**config.mk**
```make
export PLATFORM = sky130hd
export DESIGN_NAME = switch_key_waypoint_selector_core
export DESIGN_NICKNAME = d
export VERILOG_FILES = /design/src/rtl/skws_pkg.sv /design/src/rtl/skws_cfg_regs.sv /design/src/rtl/skws_step.sv /design/src/rtl/switch_key_waypoint_selector_core.sv
export SDC_FILE = /design/constraint.sdc
export NUM_CORES = 1
export LEC_CHECK = 0
export BUFFER_PORTS_ARGS = -buffer_cell sky130_fd_sc_hd__buf_2
export CORE_MARGIN = 3
export CORE_UTILIZATION = 45
export DETAILED_ROUTE_END_ITERATION = 6
export GPL_ROUTABILITY_DRIVEN = 0
export PLACE_DENSITY = 0.65
export SETUP_SLACK_MARGIN = 0.4
export SLEW_MARGIN = 20
export SYNTH_ARGS = -nofsm -noshare
export SYNTH_HDL_FRONTEND = slang
export SYNTH_SLANG_ARGS = --single-unit
```
**constraint.sdc**
```tcl
create_clock -name clk -period 8.4 [get_ports clk]
set_clock_uncertainty 0.15 [all_clocks]
set_input_delay 0.84 -clock clk [delete_from_list [all_inputs] [get_ports clk]]
set_output_delay 0.84 -clock clk [all_outputs]
set_load 0.1 [all_outputs]
```
**src/rtl/skws_pkg.sv**
```systemverilog
// ----------------------------------------------------------------------------
// skws_pkg: shared types and constants for the switch/key point selector
// Beat layouts, config register map, mode encodings and thresholds.
// ----------------------------------------------------------------------------
package skws_pkg;

    // Config register map
    localparam int CFG_IDX_W = 2;
    localparam logic [CFG_IDX_W-1:0] CFG_MAX_POINT_INDEX = 2'd0;
    localparam logic [CFG_IDX_W-1:0] CFG_HOLD_TICKS      = 2'd1;
    localparam int CFG_DATA_W = 10;

    localparam logic [7:0] MAX_POINT_RESET  = 8'd255;
    localparam logic [9:0] HOLD_TICKS_RESET = 10'd125;

    // Stick thresholds
    localparam logic signed [7:0] POS_HIGH = 8'sd50;
    localparam logic signed [7:0] POS_LOW  = -8'sd50;

    // Voice cue codes
    localparam logic [1:0] ANN_NONE   = 2'd0;
    localparam logic [1:0] ANN_NEXT   = 2'd1;
    localparam logic [1:0] ANN_STORED = 2'd2;

    typedef enum logic [3:0] {
        SW_NONE = 4'b0001,
        SW_MID  = 4'b0010,
        SW_UP   = 4'b0100,
        SW_DOWN = 4'b1000
    } sw_mode_t;

    typedef enum logic [2:0] {
        KEY_PRESSED  = 3'b001,
        KEY_IDLE     = 3'b010,
        KEY_RELEASED = 3'b100
    } key_mode_t;

    typedef struct packed {
        logic signed [7:0] switch_value;
        logic signed [7:0] key_value;
    } tick_t;

    typedef struct packed {
        logic [7:0] load_index;
        logic [7:0] store_index;
        logic [1:0] announce;
    } result_t;

    typedef struct packed {
        logic [7:0] max_point_index;
        logic [9:0] hold_ticks;
    } cfg_t;

endpackage

```
**src/rtl/skws_cfg_regs.sv**
```systemverilog
// ----------------------------------------------------------------------------
// skws_cfg_regs: configuration register file
// Write-only registers; unknown indexes are dropped.
// ----------------------------------------------------------------------------
module skws_cfg_regs (
    input  logic                             clk,
    input  logic                             rst_n,
    input  logic                             cfg_we,
    input  logic [skws_pkg::CFG_IDX_W-1:0]   cfg_index,
    input  logic [skws_pkg::CFG_DATA_W-1:0]  cfg_data,
    output skws_pkg::cfg_t                   cfg
);

    skws_pkg::cfg_t cfg_reg;
    skws_pkg::cfg_t cfg_next;

    always_comb
    begin
        cfg_next = cfg_reg;
        if (cfg_we)
        begin
            unique case (cfg_index)
                skws_pkg::CFG_MAX_POINT_INDEX: cfg_next.max_point_index = cfg_data[7:0];
                skws_pkg::CFG_HOLD_TICKS:      cfg_next.hold_ticks      = cfg_data[9:0];
                default:                       cfg_next = cfg_reg;
            endcase
        end
    end

    always_ff @(posedge clk or negedge rst_n)
    begin
        if (!rst_n)
        begin
            cfg_reg.max_point_index <= skws_pkg::MAX_POINT_RESET;
            cfg_reg.hold_ticks      <= skws_pkg::HOLD_TICKS_RESET;
        end
        else
        begin
            cfg_reg <= cfg_next;
        end
    end

    assign cfg = cfg_reg;

endmodule

```
**src/rtl/skws_step.sv**
```systemverilog
// ----------------------------------------------------------------------------
// skws_step: per-tick selector state and next-state logic
// Holds switch/key modes, counters and hold timer; builds one result per tick.
// ----------------------------------------------------------------------------
module skws_step (
    input  logic                clk,
    input  logic                rst_n,
    input  skws_pkg::cfg_t      cfg,
    input  logic                take,
    input  skws_pkg::tick_t     beat,
    output skws_pkg::result_t   result
);

    skws_pkg::sw_mode_t  sw_mode_reg,  sw_mode_next;
    skws_pkg::key_mode_t key_mode_reg, key_mode_next;
    logic [7:0]          load_cnt_reg,  load_cnt_next;
    logic [7:0]          store_cnt_reg, store_cnt_next;
    logic [9:0]          timer_reg,     timer_next;

    logic       sw_up, sw_down, key_high, key_low;
    logic       entry, stepped;
    logic [9:0] timer_dec;
    logic [7:0] cnt_base, cnt0, cnt1, idx;

    always_comb
    begin
        sw_up    = beat.switch_value > skws_pkg::POS_HIGH;
        sw_down  = beat.switch_value < skws_pkg::POS_LOW;
        key_high = beat.key_value > skws_pkg::POS_HIGH;
        key_low  = beat.key_value < skws_pkg::POS_LOW;

        // timer counts down before the key is looked at
        timer_dec = (timer_reg != 10'd0) ? timer_reg - 10'd1 : 10'd0;

        sw_mode_next   = sw_mode_reg;
        key_mode_next  = key_mode_reg;
        load_cnt_next  = load_cnt_reg;
        store_cnt_next = store_cnt_reg;
        timer_next     = timer_dec;

        cnt_base = sw_up ? load_cnt_reg : store_cnt_reg;
        entry    = sw_up   ? (sw_mode_reg == skws_pkg::SW_MID || sw_mode_reg == skws_pkg::SW_DOWN)
                 : sw_down ? (sw_mode_reg == skws_pkg::SW_MID || sw_mode_reg == skws_pkg::SW_UP)
                 : 1'b0;
        cnt0     = entry ? 8'd1 : cnt_base;
        cnt1     = cnt0;
        stepped  = 1'b0;

        if (key_high)
        begin
            key_mode_next = skws_pkg::KEY_RELEASED;
            if (timer_dec == 10'd0)
            begin
                cnt1          = 8'd0;
                key_mode_next = skws_pkg::KEY_IDLE;
            end
        end
        else if (key_low)
        begin
            timer_next = cfg.hold_ticks;
            if (key_mode_reg == skws_pkg::KEY_RELEASED && cnt0 < cfg.max_point_index)
            begin
                cnt1    = cnt0 + 8'd1;
                stepped = 1'b1;
            end
            key_mode_next = skws_pkg::KEY_PRESSED;
        end

        // key step beats a switch entry for the index field
        idx = stepped ? cnt1 : (entry ? 8'd1 : 8'd0);

        result.load_index  = 8'd0;
        result.store_index = 8'd0;
        result.announce    = skws_pkg::ANN_NONE;

        if (sw_up)
        begin
            if (entry)
                sw_mode_next = skws_pkg::SW_UP;
            load_cnt_next      = cnt1;
            result.load_index  = idx;
            if (entry || stepped)
                result.announce = skws_pkg::ANN_NEXT;
        end
        else if (sw_down)
        begin
            if (entry)
                sw_mode_next = skws_pkg::SW_DOWN;
            store_cnt_next     = cnt1;
            result.store_index = idx;
            if (entry || stepped)
                result.announce = skws_pkg::ANN_STORED;
        end
        else
        begin
            // middle: key ignored, mode set to middle, only the timer moves
            sw_mode_next  = skws_pkg::SW_MID;
            key_mode_next = key_mode_reg;
            timer_next    = timer_dec;
        end
    end

    always_ff @(posedge clk or negedge rst_n)
    begin
        if (!rst_n)
        begin
            sw_mode_reg   <= skws_pkg::SW_NONE;
            key_mode_reg  <= skws_pkg::KEY_IDLE;
            load_cnt_reg  <= 8'd0;
            store_cnt_reg <= 8'd0;
            timer_reg     <= 10'd0;
        end
        else if (take)
        begin
            sw_mode_reg   <= sw_mode_next;
            key_mode_reg  <= key_mode_next;
            load_cnt_reg  <= load_cnt_next;
            store_cnt_reg <= store_cnt_next;
            timer_reg     <= timer_next;
        end
    end

endmodule

```
**src/rtl/switch_key_waypoint_selector_core.sv**
```systemverilog
// ----------------------------------------------------------------------------
// switch_key_waypoint_selector_core: switch/key driven point load/store select
// Turns one receiver tick (mode switch + push key) into load/store requests.
// ----------------------------------------------------------------------------
//
//  channel   dir   handshake                  beat
//  -------   ---   -------------------------  ------------------------------
//  tick      in    tick_valid / tick_stall    switch_value, key_value
//  result    out   result_valid / result_stall load_index, store_index, announce
//  cfg       in    cfg_we (no wait)           cfg_index, cfg_data
//
//  One beat per cycle sustained while result_stall is low; each beat passes
//  the tick register, then skws_step once, then the result register.
//  Reset clears modes, counters, timer and both valid flags; config returns
//  to max_point_index 255, hold_ticks 125.
//  A stalled result holds. The tick register takes a beat whenever it is
//  empty or its beat moves on; once both registers are full, tick_stall
//  follows result_stall in the same cycle, so two beats sit in the block
//  under a long stall.
//
module switch_key_waypoint_selector_core (
    input  logic                             clk,
    input  logic                             rst_n,
    input  logic                             tick_valid,
    output logic                             tick_stall,
    input  skws_pkg::tick_t                  tick,
    output logic                             result_valid,
    input  logic                             result_stall,
    output skws_pkg::result_t                result,
    input  logic                             cfg_we,
    input  logic [skws_pkg::CFG_IDX_W-1:0]   cfg_index,
    input  logic [skws_pkg::CFG_DATA_W-1:0]  cfg_data
);

    skws_pkg::cfg_t    cfg;
    skws_pkg::result_t step_result;

    // tick register
    logic              tick_vld_reg, tick_vld_next;
    skws_pkg::tick_t   tick_reg;
    // result register
    logic              res_vld_reg, res_vld_next;
    skws_pkg::result_t res_reg;

    logic advance;      // tick register moves into result register
    logic tick_take;    // new beat accepted on tick channel

    skws_cfg_regs u_cfg (
        .clk       (clk),
        .rst_n     (rst_n),
        .cfg_we    (cfg_we),
        .cfg_index (cfg_index),
        .cfg_data  (cfg_data),
        .cfg       (cfg)
    );

    // state only commits when the held beat actually moves on
    skws_step u_step (
        .clk    (clk),
        .rst_n  (rst_n),
        .cfg    (cfg),
        .take   (advance),
        .beat   (tick_reg),
        .result (step_result)
    );

    always_comb
    begin
        advance       = tick_vld_reg && (!res_vld_reg || !result_stall);
        tick_stall    = tick_vld_reg && !advance;
        tick_take     = tick_valid && !tick_stall;
        tick_vld_next = tick_take || (tick_vld_reg && !advance);
        res_vld_next  = advance || (res_vld_reg && result_stall);
    end

    always_ff @(posedge clk or negedge rst_n)
    begin
        if (!rst_n)
        begin
            tick_vld_reg <= 1'b0;
            res_vld_reg  <= 1'b0;
        end
        else
        begin
            tick_vld_reg <= tick_vld_next;
            res_vld_reg  <= res_vld_next;
        end
    end

    always_ff @(posedge clk)
    begin
        if (tick_take)
            tick_reg <= tick;
        if (advance)
            res_reg <= step_result;
    end

    assign result_valid = res_vld_reg;
    assign result       = res_reg;

endmodule

```
==> run metrics <==
ys async rst share 0.609; top-count cell post-synth nand2_1; cell count after synthesis 430; via count 3444; slew margin rel. 0.346; Worst-path clk slew ~0.080 ns; Tightest Hold Check Type register to register; P_leak between 2 and 2.5 nW; hold slack 0.330 ns; vias in the first global route 3315; Pwr Total 0.00137 W; critical path fanouts, max 17; minimum clock period 4.43 ns; peak supply drop 0.119 mV; Max-Cap Viols 0; clk sinks 87; # rows 35; top cell type's share of synthesized area 0.227; PortBufs 52; DP HPWL 6830 um; Pre-Repair DR Iteration Count 5; initial core utilization 0.475; die area 11200 um^2; share of layout cells above drive strength 1 0.251; Synth Flop Type dfrtp_1; Synth cell types 67; Tcrit/Tclk final 0.528; Clock Latency Late Sink ~0.36 ns; CTS root buf clkbuf_8; Post-CTS Setup Bufs 0; fill count around 870; Die W 106 um; initial antenna violation count 0; Slew Limit Fails 0; first-pass GRT wire length 16000 um; Post-synth EDFFs 34; Final Non-Filler Cells about 620; status complete, no violations; # hold bufs at CTS 0; Initial DRC Count ~250; die height 106 um; PostCTS Resize Cnt 0; Synth Cell Area 4490 um^2; Reg area 2370 um^2; Layout Nets 523; Seq/Total Area, Yosys 0.527; Total Routing Usage GR 0.179; WL final 9600 um; final hold violations 0; synth top area cells edfxtp_1 23%, dfrtp_1 21%, dfstp_2 9.4%; number of diodes 0; Max Buffers Root-to-Sink 2; flops & latches, synth 87; core area 9460 um^2; final setup violating endpoints 0; Synth top cells by count 58 x nand2_1, 37 x dfrtp_1, 37 x nor2_1; H-tree levels 3; DP Cell Count around 600; Mapped Nets 472; Worst Path Required ~8.5 ns; Power Density between 200 and 300 nW/um^2; CTS tree built; average size of a mapped cell about 10 um^2; DRC violations left 0; RSZ-0062 raised after global routing false; vias per std cell 5.60; kind of critical path register to register; CTS Buf Count 9; top cell type by total area after synthesis edfxtp_1; CP Capture Type register; Ports 53; multi-input combinational cell area 1960 um^2; area added between synthesis and finish 12.6%; Ys Warns 0; largest net degree at the start of global routing 54; setup TNS 0 ns; routed length per instance 15.6 um; grt ovf 0; transition time of the tightest slew-check pin 0.980 ns; antenna-violating nets left 0; max frequency roughly 230 MHz; crit path DAT 4.48 ns; startpoint types register
final timing paths:
kind / start / to / slack (ns) / cells after the start
hold / removal: u_step.sw_mode_reg[0] / u_step.sw_mode_reg[0] / 0.33 / 1
setup / recovery: tick_reg[10] / result[9] / 3.97 / 12
setup reg to reg: tick_reg[10] / result[9] / 3.97 / 12
min in group asynchronous: rst_n / u_step.timer_reg[5] / 0.45 / 2
max in group asynchronous: rst_n / u_step.timer_reg[8] / 7.20 / 2
hold reg to reg: u_step.sw_mode_reg[0] / u_step.sw_mode_reg[0] / 0.33 / 1
cell usage in the layout (no fill, tap or decap), types with 3 or more instances in the layout:
cell,instances
o21ai_0,28
buf_4,4
dfstp_2,16
ha_1,9
or3_1,3
mux2i_1,6
nor2b_1,6
clkbuf_8,9
clkinvlp_4,3
edfxtp_1,34
nor2_1,37
nor4_1,4
nand2b_1,6
inv_1,21
nand3_1,10
nand4_1,7
dfrtp_1,37
a21oi_1,32
nand2_1,58
o21ai_1,6
mux2_2,24
nor3_1,4
a31oi_1,5
o22ai_1,3
buf_2,52
metrics by stage:
| stage | util | area [um^2] | setup WS [ns] |
|---|---|---|---|
| floorplan | - | 4490 | 4.83 |
| detailed placement | 0.514 | 4870 | 4.01 |
| finish | 0.534 | 5050 | 3.97 |
| global placement | 0.514 | 4870 | 4.21 |
| global route | 0.534 | 5050 | 3.60 |
| CTS | 0.534 | 5050 | 3.99 |
kinds of logic (layout without fill, tap and decap cells):
logic type,after synthesis,after routing,synth area share
AOI/OAI and AO/OA,108,108,0.160
muxes,30,30,0.0736
and+or+nand+nor,155,155,0.173
DFF,87,87,0.527
adders and majority gates,9,9,0.0251
buffers and inverters,38,94,0.0351
xor gates and xnor gates,3,3,0.00585
power by group:
part           internal [W]  switching, W  total [W]
sequential         0.000536     0.0000860   0.000622
clock              0.000136      0.000148   0.000284
combinational      0.000172      0.000292   0.000464
total              0.000844      0.000526    0.00137
layout make-up:
class / count / area share
sequential: 87 / 0.468
timing repair buffer: 56 / 0.0574
multi-input combinational: 305 / 0.389
clock inverter: 6 / 0.0121
tap: 129 / 0.0319
inverter: 22 / 0.0163
clock buffer: 10 / 0.0252
layer usage:
layer	routed length (um)	GRT usage
met1	4660	0.248
met4	138	0.0638
met3	406	0.0361
met2	4390	0.278
met5	0	0
worst max-delay path, cell delays in order, from the launching register on:
cell and delay (ns):
edfxtp_1 0.43, a211o_1 0.34, a41oi_2 0.74, nand2_1 0.11, a21oi_1 0.31, ha_1 0.31
a21oi_1 0.15, o221a_2 0.19, o21ai_0 0.08, a211oi_2 0.80, nand3_1 0.16, mux2_2 0.37
nor2_1 0.13
No activity file was read; power rests on OpenSTA's default activity.
